File: src/rtl/kdnn_pkg.sv
// Package for the 2-D kd-tree nearest-neighbor block: opcodes, widths and the
// command/status structs shared by the controller and the datapath. No dependencies.
`default_nettype none
package kdnn_pkg;
	localparam int unsigned CoordW = 16;
	localparam int unsigned DistW  = 34;
	localparam logic [DistW-1:0] DistOnes = {DistW{1'b1}};

	typedef enum logic [1:0] {
		OP_CLEAR  = 2'd0,
		OP_INSERT = 2'd1,
		OP_QUERY  = 2'd2,
		OP_NONE   = 2'd3
	} opcode_t;

	// Controller to datapath.
	typedef struct packed {
		logic latch_item;   // capture the point and reset the walk
		logic read_node;    // issue a read of the current node
		logic eval_node;    // compare and distance on the read data
		logic ins_step;     // insert: follow or hang the new leaf
		logic ins_root;     // insert into an empty tree
		logic pop;          // query: read the top of the stack
		logic clear;        // empty the tree
	} cmd_t;

	// Datapath to controller.
	typedef struct packed {
		logic empty;
		logic full;
		logic ins_done;     // the leaf was hung in this step
		logic stack_empty;
		logic skip;         // popped far-side entry is pruned
	} stat_t;
endpackage
`default_nettype wire

File: src/rtl/kdnn_ctrl.sv
// Controller state machine sequencing clear, insert and query operations.
// Depends on kdnn_pkg.
`default_nettype none
module kdnn_ctrl (
	input  wire                  clk,
	input  wire                  arst_n,
	input  wire                  in_valid,
	output logic                 in_ready,
	input  wire logic [1:0]      in_op,
	output logic                 out_valid,
	input  wire                  out_ready,
	output logic                 out_status,
	output logic                 out_use_best,
	input  wire kdnn_pkg::stat_t stat,
	output kdnn_pkg::cmd_t       cmd
);
	typedef enum logic [2:0] {
		S_IDLE, S_INS_RD, S_INS_EV, S_POP, S_Q_RD, S_Q_SQ, S_Q_EV
	} state_t;
	state_t state_q;
	logic   take;
	logic   fin;

	assign in_ready = (state_q == S_IDLE) && !(out_valid && !out_ready);
	assign take     = in_valid && in_ready;

	// fin marks the cycle in which the current item's result is complete.
	always_comb begin
		cmd = '0;
		fin = 1'b0;
		cmd.latch_item = take;
		cmd.clear      = take && (in_op == kdnn_pkg::OP_CLEAR);
		unique case (state_q)
			S_IDLE:   fin = take && (in_op != kdnn_pkg::OP_INSERT) &&
				(in_op != kdnn_pkg::OP_QUERY);
			S_INS_RD: begin
				if (stat.empty) cmd.ins_root = 1'b1;
				else            cmd.read_node = 1'b1;
				fin = stat.full || stat.empty;
			end
			S_INS_EV: begin
				cmd.ins_step = 1'b1;
				fin = stat.ins_done;
			end
			S_POP:    begin
				if (!stat.stack_empty) cmd.pop = 1'b1;
				fin = stat.empty || stat.stack_empty;
			end
			S_Q_RD:   cmd.read_node = !stat.skip;
			S_Q_SQ:   ;
			S_Q_EV:   cmd.eval_node = 1'b1;
			default:  ;
		endcase
	end

	always_ff @(posedge clk or negedge arst_n) begin
		if (!arst_n) begin
			state_q      <= S_IDLE;
			out_valid    <= 1'b0;
			out_status   <= 1'b0;
			out_use_best <= 1'b0;
		end else begin
			if (fin) out_valid <= 1'b1;
			else if (out_ready) out_valid <= 1'b0;
			unique case (state_q)
				S_IDLE: if (take) begin
					out_status   <= 1'b0;
					out_use_best <= 1'b0;
					unique case (in_op)
						kdnn_pkg::OP_INSERT: state_q <= S_INS_RD;
						kdnn_pkg::OP_QUERY:  state_q <= S_POP;
						default:             ;
					endcase
				end
				S_INS_RD: begin
					if (stat.full) begin
						out_status <= 1'b1;
						state_q    <= S_IDLE;
					end else if (stat.empty) begin
						state_q <= S_IDLE;
					end else begin
						state_q <= S_INS_EV;
					end
				end
				S_INS_EV: begin
					if (stat.ins_done) begin
						state_q <= S_IDLE;
					end else begin
						state_q <= S_INS_RD;
					end
				end
				S_POP: begin
					if (stat.empty || stat.stack_empty) begin
						out_use_best <= 1'b1;
						state_q      <= S_IDLE;
					end else begin
						state_q <= S_Q_RD;
					end
				end
				S_Q_RD: state_q <= stat.skip ? S_POP : S_Q_SQ;
				S_Q_SQ: state_q <= S_Q_EV;
				S_Q_EV: state_q <= S_POP;
				default: state_q <= S_IDLE;
			endcase
		end
	end
endmodule
`default_nettype wire

File: config.mk
export PLATFORM = sky130hd
export DESIGN_NAME = kdnn_ctrl
export DESIGN_NICKNAME = d
export VERILOG_FILES = /design/src/rtl/kdnn_pkg.sv /design/src/rtl/kdnn_ctrl.sv
export SDC_FILE = /design/constraint.sdc
export NUM_CORES = 1
export LEC_CHECK = 0
export BUFFER_PORTS_ARGS = -buffer_cell sky130_fd_sc_hd__buf_2
export CORE_AREA = 2 2 39 41
export DETAILED_ROUTE_END_ITERATION = 12
export DIE_AREA = 0 0 41 43
export SLEW_MARGIN = 10
export SYNTH_ARGS = -nofsm -noshare
export SYNTH_HDL_FRONTEND = slang
export SYNTH_SLANG_ARGS = --single-unit
File: constraint.sdc
create_clock -name clk -period 2.4 [get_ports clk]
set_input_delay 0.12 -clock clk [delete_from_list [all_inputs] [get_ports clk]]
set_output_delay 0.12 -clock clk [all_outputs]
set_load 0.05 [all_outputs]
==> out/results.md, run 1 <==
| Quantity | Value | Unit |
| --- | --- | --- |
| Status | finished clean | - |
| Core outline area | 0.001384 | mm² |
| Arrival time at the worst endpoint | 1.79 | ns |
| Cell-internal power | 276.8 | µW |
| DR vias | 434 | - |
| Switching share of power | 53.03 | % |
| Worst slew pin tran | 0.4475 | ns |
| Max Fclk | 524.6 | MHz |
| Class of the tightest hold or removal check | primary input to register | - |
| Number of top-level pins | 22 | - |
| Post-DR wirelength/cell | 11.36 | µm |
| Crit path largest cell delay | 0.53 | ns |
| Total routed wirelength | 1.000 | mm |
| GRT Residual Overflow | 0 | - |
| Global-route wire length before repair | 1.559 | mm |
| Fraction of power consumed by the clock network | 14.7 | % |
| Average instance area after synthesis | 8.439 | µm² |
| Port Buffers | 21 | - |
| Fraction of power consumed by sequential logic | 28.5 | % |
| Worst Skew | 0.002500 | ns |
| Post-route design area | 560.5 | µm² |
| Drt first pass iters | 2 | - |
| Clock tree from TritonCTS | built | - |
| Synthesized netlist cell count | 51 | - |
| Number of sinks handled by clock tree synthesis | 6 | - |
| Yosys reg bits | 6 | - |
| Drt via density | 4.932 | - |
| Clock Path Buffers | 2 | - |
| Share of total power in combinational logic | 56.8 | % |
| Category of the worst setup path launch point | register | - |
| P per Cell Area | 1051 | mW/mm² |
| Hpwl dp | 810.4 | µm |
| Most area-hungry cell type in the Yosys netlist | sky130_fd_sc_hd__dfrtp_1 | - |
| DRC violations left | 0 | - |
| Clock transition at path regs | 0.04 | ns |
| Switching Power | 312.5 | µW |
| Pre-CTS setup slack | 0.7597 | ns |
| Buffer cell driving the clock tree root | sky130_fd_sc_hd__clkbuf_4 | - |
| Layout cells sized above 1 | 34.72 | % |
| Critical path data required time | 2.28 | ns |
| Starting utilization of the core area | 31.10 | % |
| Crit end category | primary output | - |
| Register area share after synthesis | 34.88 | % |
| Post-Synthesis Net Count | 62 | - |
| Final worst-path cycle share | 79.43 | % |
| Slowest cell on the critical path | sky130_fd_sc_hd__dfrtp_1 | - |
| Filler cell count | 158 | - |
| TNS Setup | 0 | ns |
| Startpoint of the lowest-slack register-to-register path | state_q[2]$_DFFE_PN0P_ | - |
| Pin count of the biggest net entering global routing | 18 | - |
| Signed area change from the synthesized netlist to the final layout | 30.23 | % |
| Number of different library cells in the post-synthesis netlist | 28 | - |
| Crit path max fanout | 17 | - |
| Share of the core filled with cells | 40.51 | % |
| Category of cells accounting for the largest share of critical-path delay | simple AND/OR/NAND/NOR gates | - |
| IR drop worst, VDD | 0.4454 | mV |
| Detail Route Antenna Nets | 0 | - |
| Count of inserted antenna diode cells | 0 | - |
| Vias in the first global route | 401 | - |
| Core Rows | 14 | - |
| Full die area | 0.001763 | mm² |
| Fin. max-slew vios | 0 | - |
| Launch point of the critical path | state_q[0]$_DFFE_PN0P_ | - |
| Count of maximum capacitance violations | 0 | - |
| Fraction of registers with async set/reset | 100.0 | % |
| Main synth FF type | sky130_fd_sc_hd__dfrtp_1 | - |
| Cell-by-cell listing of the critical path | nor3_2 > and3_1 > nor3b_1 > buf_2 | - |
| Die height | 43 | µm |
| Top area cells in the synthesized netlist | sky130_fd_sc_hd__dfrtp_1 35%, sky130_fd_sc_hd__a21oi_1 7.0%, sky130_fd_sc_hd__nor2_1 6.1% | - |
| Lkg Pwr | 0.2781 | nW |
| Number of cells upsized or downsized after cts | 0 | - |
| Buffers plus inverters on the worst setup path | 1 | - |
| Clock latency on the worst-skew pair | 0.24 | ns |
| Number of nets in the final layout | 85 | - |
| First-iteration detailed-routing DRC count | 4 | - |
| Area after detailed placement | 528.0 | µm² |
| Worst slew margin | 70.17 | % |
| Count of final hold-check violations | 0 | - |
| Worst Setup Path Type | register to primary output | - |
| Total Routing Usage GR | 13.52 | % |
| Clock period minus final worst setup slack | 1.906 | ns |
| RSZ-0062 raised after global routing | no | - |
| Count of synthesis-stage warnings from yosys | 0 | - |
| Most common cell after layout, fill and taps aside | sky130_fd_sc_hd__buf_2 | - |
| CTS H-tree depth | 1 | - |
| Final weighted congestion in routability-driven placement | 0.7155 | - |
| Yosys top cell area share | 34.88 | % |
| Startpoint of the lowest-slack hold path | stat[1] | - |
| Number of antenna violations at the first check in global routing | 0 | - |
| Count of flip-flops with a built-in enable after synthesis | 0 | - |
| Count of final setup violators | 0 | - |
| Die Wd | 41 | µm |
| Highest-count cells in the layout ignoring fill and taps | 21 x sky130_fd_sc_hd__buf_2, 7 x sky130_fd_sc_hd__nor2_1, 6 x sky130_fd_sc_hd__a21oi_1, 6 x sky130_fd_sc_hd__dfrtp_1, 4 x sky130_fd_sc_hd__nand2b_1 | - |
| CTS buffer count | 3 | - |
| Post-layout worst setup margin | 0.4938 | ns |
| Post-synth design cell area | 430.4 | µm² |
[metrics by stage]
step	hold slack, ns	total power, mW	instances
after floorplan	-0.1756	0.4400	51
final	0.1502	0.5894	88
after detailed placement	-0.04890	0.5051	84
after CTS	0.1420	0.5985	88
after global placement	-0.04975	0.5070	84
after global routing	0.1540	0.6272	88
[per-layer routing]
layer / vias up / track usage, % / share of wire, %
met4: 0 / 10.00 / 0.50
met3: 2 / 1.571 / 3.8
li1: 226 / - / -
met1: 199 / 17.39 / 45
met5: - / 0 / 0
met2: 7 / 19.69 / 50
[cell type report]
type	count	area (µm²)	share of cell area, %
clock buffers	3	22.52	4.018
flip-flops and latches	6	150.1	26.79
multi-input cells	40	249.0	44.42
repair buffers	22	115.1	20.54
well taps	16	20.02	3.571
inverters	1	3.754	0.6696
[power groups by stage]
stage                     combinational, mW  sequential (mW)  clock (mW)
after floorplan                       0.225            0.215           0
after global routing                  0.358            0.174      0.0961
after global placement                0.338            0.169           0
after detailed placement              0.337            0.168           0
final                                 0.335            0.168      0.0867
after CTS                             0.339            0.167      0.0924
[what timing repair did]
| item | 4_1_cts | 5_1_grt |
|---|---|---|
| hold buffers | 1 | 0 |
| setup buffers | 0 | 0 |
| hold endpoints to repair | 6 | 0 |
| setup endpoints to repair | 0 | 0 |
[worst reg2reg max path: cells and delay by family, from the launching register on]
kind | cells | cell delay (ns)
compound gates | 2 | 0.38
flops | 1 | 0.48
simple gates | 1 | 0.55
[synth_stat cells (all sizes together), types with 2 or more instances]
library cell,n
a21oi,6
nor2b,2
nor2,7
dfrtp,6
nor3b,3
buf,3
and3,2
nand2b,4
[path summary, 6_finish.rpt]
| check | cells past startpoint | end | slack, ns |
|---|---|---|---|
| max | 4 | cmd[0] | 0.49 |
| min | 2 | state_q[2]$_DFFE_PN0P_ | 0.15 |
| max reg2reg | 3 | state_q[1]$_DFFE_PN0P_ | 0.92 |
| min reg2reg | 2 | out_use_best$_DFFE_PN0P_ | 0.55 |
| max in group asynchronous | 2 | out_valid$_DFFE_PN0P_ | 2.02 |
| min in group asynchronous | 2 | state_q[2]$_DFFE_PN0P_ | 0.23 |
[cells by family (layout without fill, tap and decap cells)]
group	count (synthesis)	in the layout	share of synthesized area [%]
buffers and inverters	5	26	7.265
AO/OA/AOI/OAI	13	13	19.19
AND/OR/NAND/NOR	26	26	36.63
XOR/XNOR	1	1	2.035
flip-flops	6	6	34.88
[flip-flops by register name, summed over array words and instances, names as in the netlist]
name and flops:
out_valid 1, out_use_best 1, out_status 1, state_q 3
No activity file was read; power rests on OpenSTA's default activity.
==> run 2, diff against run 1 <==
- clock period: 2.4 -> 1.9 ns (I/O delays scaled with it)
==> out/results.md, run 2 (same netlist as run 1, synthesis figures left out) <==
| Quantity | Value | Unit |
| --- | --- | --- |
| IR drop worst, VDD | 0.5580 | mV |
| P per Cell Area | 1318 | mW/mm² |
| Buffer cell driving the clock tree root | sky130_fd_sc_hd__clkbuf_4 | - |
| GRT Residual Overflow | 0 | - |
| Class of the tightest hold or removal check | primary input to register | - |
| Flip-flop count of the largest register, all copies and words added | 3 | - |
| DRC violations left | 0 | - |
| Core Rows | 14 | - |
| Layout cells sized above 1 | 41.10 | % |
| CTS H-tree depth | 1 | - |
| Area of the multi-input gates | 265.3 | µm² |
| Area after detailed placement | 545.5 | µm² |
| Worst Skew | 0.007152 | ns |
| Die height | 43 | µm |
| Total Routing Usage GR | 13.61 | % |
| Lkg Pwr | 0.2841 | nW |
| Post-route design area | 589.3 | µm² |
| Startpoint of the lowest-slack hold path | in_valid | - |
| Global-route wire length before repair | 1.600 | mm |
| Drt first pass iters | 4 | - |
| TNS Setup | 0 | ns |
| RSZ-0062 raised after global routing | no | - |
| Total routed wirelength | 1.075 | mm |
| Slowest cell on the critical path | sky130_fd_sc_hd__dfrtp_2 | - |
| Reg with most FFs | state_q | - |
| Clock transition at path regs | 0.05 | ns |
| Arrival time at the worst endpoint | 1.65 | ns |
| Startpoint of the lowest-slack register-to-register path | state_q[2]$_DFFE_PN0P_ | - |
| Clock latency on the worst-skew pair | 0.25 | ns |
| DR vias | 451 | - |
| Core outline area | 0.001384 | mm² |
| Crit path max fanout | 11 | - |
| Number of nets in the final layout | 86 | - |
| Worst slew pin tran | 0.2531 | ns |
| Clock tree from TritonCTS | built | - |
| Category of the worst setup path launch point | register | - |
| Count of maximum capacitance violations | 0 | - |
| Terminus of the critical flop-to-flop path | state_q[1]$_DFFE_PN0P_ | - |
| CTS buffer count | 3 | - |
| Worst Setup Path Type | register to primary output | - |
| Critical path data required time | 1.80 | ns |
| Highest-count cells in the layout ignoring fill and taps | 20 x sky130_fd_sc_hd__buf_2, 7 x sky130_fd_sc_hd__nor2_1, 6 x sky130_fd_sc_hd__a21oi_1 | - |
| Most common cell after layout, fill and taps aside | sky130_fd_sc_hd__buf_2 | - |
| Flop-to-flop setup slack | 0.47 | ns |
| Number of antenna violations at the first check in global routing | 0 | - |
| Worst slew margin | 83.08 | % |
| Number of stages on the worst hold path | 3 | - |
| Vias in the first global route | 385 | - |
| Count of inserted antenna diode cells | 0 | - |
| Tightest hold margin | 0.1247 | ns |
| Detail Route Antenna Nets | 0 | - |
| Fin. max-slew vios | 0 | - |
| Number of top-level pins | 22 | - |
| Crit path largest cell delay | 0.47 | ns |
| Drt via density | 5.067 | - |
| First-iteration detailed-routing DRC count | 7 | - |
| Count of final hold-check violations | 0 | - |
| Die Wd | 41 | µm |
| Filler cell count | 149 | - |
| Signed area change from the synthesized netlist to the final layout | 36.92 | % |
| Hold Crit Endpoint | out_valid$_DFFE_PN0P_ | - |
| Pin count of the biggest net entering global routing | 17 | - |
| Clock Path Buffers | 2 | - |
| Max Fclk | 571.8 | MHz |
| Post-DR wirelength/cell | 12.08 | µm |
| Crit end category | primary output | - |
| Final weighted congestion in routability-driven placement | 0.7791 | - |
| Worst reg2reg path depth | 3 | - |
| Hpwl dp | 834.4 | µm |
| Starting utilization of the core area | 31.10 | % |
| Port Buffers | 21 | - |
| Cell-by-cell listing of the critical path | nor3_4 > and3_1 > nor3b_2 > clkbuf_4 | - |
| Final worst-path cycle share | 92.05 | % |
| Count of final setup violators | 0 | - |
| Full die area | 0.001763 | mm² |
| Status | finished clean | - |
| Clock period minus final worst setup slack | 1.749 | ns |
| Storage element area | 152.6 | µm² |
| Number of sinks handled by clock tree synthesis | 6 | - |
==> run 2: layout make-up <==
cell class / count / share of cell area, %
clock buffers: 3 / 3.822
inverters: 1 / 0.6369
well taps: 16 / 3.397
flip-flops and latches: 6 / 25.90
repair buffers: 23 / 21.23
multi-input cells: 40 / 45.01
==> run 2: report_power, final <==
part	internal (mW)	switching [mW]	leakage, nW
Clock	0.0715	0.0471	0.0138
Sequential	0.164	0.0326	0.0767
Combinational	0.131	0.330	0.194
Total	0.367	0.410	0.284
==> run 2: metal layers <==
metal	vias up	wire (µm)	global-route usage, %	share of wire [%]
li1	229	-	-	-
met1	211	463	16.29	43
met2	11	532	20.00	49
met3	0	79	9.424	7.3
met4	0	0	2.000	0
met5	-	0	0	0
==> run 2: what timing repair did <==
action / CTS / global route
endpoints found under the setup margin: 0 / 1
hold buffers: 1 / 0
hold endpoints to repair: 6 / 0
gates resized for setup: 0 / 4
buffers inserted: 0 / 0
==> run 2: stage by stage <==
stage,util (%),setup slack [ns],power [mW],instances
after detailed placement,39.42,0.3018,0.6495,85
after floorplan,-,0.1352,0.5582,51
after CTS,41.77,0.03770,0.7710,89
after global routing,42.59,0.006370,0.8370,89
after global placement,39.42,0.3769,0.6495,85
final,42.59,0.1510,0.7769,89
==> run 2: critical path: cells and delay by family, from the launching register on <==
kind,cells,cell delay [ns]
buffers and inverters,1,0.25
AND/OR/NAND/NOR,3,0.69
flip-flops,1,0.47
==> run 2: worst max path at each step <==
| stage | from | endpoint | slack [ns] | depth (start not counted) |
|---|---|---|---|---|
| 4_1_cts | state_q[2]$_DFFE_PN0P_ | cmd[0] | 0.04 | 4 |
| 5_1_grt | state_q[2]$_DFFE_PN0P_ | cmd[0] | 0.006 | 4 |
| 2_1_floorplan | state_q[2]$_DFFE_PN0P_ | cmd[0] | 0.14 | 4 |
| 3_5_place_dp | state_q[2]$_DFFE_PN0P_ | cmd[0] | 0.30 | 4 |
| 6_report | state_q[2]$_DFFE_PN0P_ | cmd[0] | 0.15 | 4 |
| 3_3_place_gp | state_q[2]$_DFFE_PN0P_ | cmd[0] | 0.38 | 4 |
==> run 3, diff against run 2 <==
- REMOVE_ABC_BUFFERS: not set -> 1
==> out/results.md, run 3 (same netlist as run 1, synthesis figures left out) <==
| Quantity | Value | Unit |
| --- | --- | --- |
| Signed area change from the synthesized netlist to the final layout | 34.30 | % |
| Reg with most FFs | state_q | - |
| Clock tree from TritonCTS | built | - |
| Port Buffers | 21 | - |
| Die height | 43 | µm |
| Buffer cell driving the clock tree root | sky130_fd_sc_hd__clkbuf_4 | - |
| Worst slew margin | 76.93 | % |
| Status | finished clean | - |
| Number of nets in the final layout | 86 | - |
| Count of final hold-check violations | 0 | - |
| Crit path max fanout | 10 | - |
| Storage element area | 150.1 | µm² |
| DR vias | 449 | - |
| Terminus of the critical flop-to-flop path | state_q[1]$_DFFE_PN0P_ | - |
| Count of final setup violators | 0 | - |
| Worst Skew | 0.003915 | ns |
| Core outline area | 0.001384 | mm² |
| Count of maximum capacitance violations | 0 | - |
| Most common cell after layout, fill and taps aside | sky130_fd_sc_hd__buf_2 | - |
| Final weighted congestion in routability-driven placement | 0.8051 | - |
| Number of sinks handled by clock tree synthesis | 6 | - |
| Area of the multi-input gates | 256.5 | µm² |
| Drt first pass iters | 4 | - |
| Vias in the first global route | 392 | - |
| Starting utilization of the core area | 31.10 | % |
| Clock transition at path regs | 0.04 | ns |
| Cell-by-cell listing of the critical path | nor3_4 > and3_2 > nor3b_1 > clkbuf_4 | - |
| Setup Buffers After CTS | 0 | - |
| Crit end category | primary output | - |
| Number of antenna violations at the first check in global routing | 0 | - |
| Category of the worst setup path launch point | register | - |
| Post-DR wirelength/cell | 12.08 | µm |
| CTS buffer count | 3 | - |
| Number of top-level pins | 22 | - |
| Worst reg2reg path depth | 3 | - |
| First-iteration detailed-routing DRC count | 6 | - |
| DRC violations left | 0 | - |
| Die Wd | 41 | µm |
| Startpoint of the lowest-slack register-to-register path | state_q[2]$_DFFE_PN0P_ | - |
| Total Routing Usage GR | 13.16 | % |
| Total routed wirelength | 1.075 | mm |
| TNS Setup | 0 | ns |
| RSZ-0062 raised after global routing | no | - |
| Count of inserted antenna diode cells | 0 | - |
| IR drop worst, VDD | 0.6310 | mV |
| Clock latency on the worst-skew pair | 0.25 | ns |
| Fin. max-slew vios | 0 | - |
| Class of the tightest hold or removal check | primary input to register | - |
| Global-route wire length before repair | 1.587 | mm |
| Launch point of the critical path | state_q[1]$_DFFE_PN0P_ | - |
| Post-layout power | 783.2 | µW |
| Clock period minus final worst setup slack | 1.806 | ns |
| Worst slew pin tran | 0.3460 | ns |
| Layout cells sized above 1 | 36.99 | % |
| Drt via density | 5.045 | - |
| Lkg Pwr | 0.2851 | nW |
| Flop-to-flop setup slack | 0.46 | ns |
| Detail Route Antenna Nets | 0 | - |
| Slowest cell on the critical path | sky130_fd_sc_hd__dfrtp_1 | - |
| Final worst-path cycle share | 95.04 | % |
| CTS H-tree depth | 1 | - |
| Full die area | 0.001763 | mm² |
| Hpwl dp | 782.2 | µm |
| Arrival time at the worst endpoint | 1.71 | ns |
| Pin count of the biggest net entering global routing | 17 | - |
| GRT Residual Overflow | 0 | - |
| P per Cell Area | 1355 | mW/mm² |
| Crit path largest cell delay | 0.48 | ns |
| Critical path endpoint | cmd[0] | - |
| Core Rows | 14 | - |
| Filler cell count | 143 | - |
| Highest-count cells in the layout ignoring fill and taps | 20 x sky130_fd_sc_hd__buf_2, 7 x sky130_fd_sc_hd__nor2_1, 6 x sky130_fd_sc_hd__a21oi_1, 6 x sky130_fd_sc_hd__dfrtp_1 | - |
| Max Fclk | 553.8 | MHz |
| Flip-flop count of the largest register, all copies and words added | 3 | - |
| Critical path data required time | 1.80 | ns |
| Worst Setup Path Type | register to primary output | - |
| Clock Path Buffers | 2 | - |
[run 3: cell count changes in the layout (fill, tap and decap cells not counted)]
cell	previous run	this run
sky130_fd_sc_hd__dfrtp_1	4	6
sky130_fd_sc_hd__nor3b_1	1	3
sky130_fd_sc_hd__and3_1	2	1
sky130_fd_sc_hd__nor3b_2	2	0
sky130_fd_sc_hd__and3_2	0	1
sky130_fd_sc_hd__dfrtp_2	2	0
[run 3: worst min path at each step]
stage	depth (start not counted)	startpoint	to	slack (ns)
floorplan	0	arst_n	out_status$_DFFE_PN0P_	-0.20
global placement	1	arst_n	out_use_best$_DFFE_PN0P_	-0.07
detailed placement	1	arst_n	out_status$_DFFE_PN0P_	-0.07
CTS	2	stat[1]	state_q[2]$_DFFE_PN0P_	0.12
global route	2	stat[1]	state_q[2]$_DFFE_PN0P_	0.13
finish	2	stat[1]	state_q[2]$_DFFE_PN0P_	0.11
[run 3: cell type report]
type | count | share of cell area [%]
Inverter | 1 | 0.6494
Timing Repair Buffer | 23 | 21.65
Multi-Input combinational cell | 40 | 44.37
Clock buffer | 3 | 3.896
Tap cell | 16 | 3.463
Sequential cell | 6 | 25.97
[run 3: metrics by stage]
stage	utilization (%)	cell area, µm²	cells	setup slack, ns	hold WS [ns]
3_3_place_gp	38.70	535.5	85	0.3362	-0.07137
3_5_place_dp	38.70	535.5	85	0.3092	-0.07029
4_1_cts	41.05	568.0	89	0.04312	0.1181
5_1_grt	41.77	578.1	89	0.02401	0.1271
2_1_floorplan	-	402.9	47	-0.6993	-0.2006
6_report	41.77	578.1	89	0.09430	0.1079
[run 3: where the power goes]
group	internal [mW]	switching, mW
combinational	0.135	0.333
clock	0.0717	0.0496
sequential	0.163	0.0316
[run 3: layer usage]
| metal | vias to the layer above | share of wire (%) | track usage [%] |
|---|---|---|---|
| met3 | 2 | 7.8 | 1.571 |
| met2 | 21 | 44 | 17.50 |
| li1 | 229 | - | - |
| met5 | - | 0 | 0 |
| met4 | 0 | 1.5 | 8.000 |
| met1 | 197 | 47 | 19.47 |
[run 3: timing repair]
action / 4_1_cts / 5_1_grt
hold endpoints to repair: 6 / 0
hold buffers: 1 / 0
setup endpoints to repair: 0 / 1
resized for setup: 0 / 3
[run 3: critical path, delay by kind of cell (launching register included)]
family / cells / cell delay, ns
simple gates: 3 / 0.72
flops: 1 / 0.48
buf+inv: 1 / 0.26
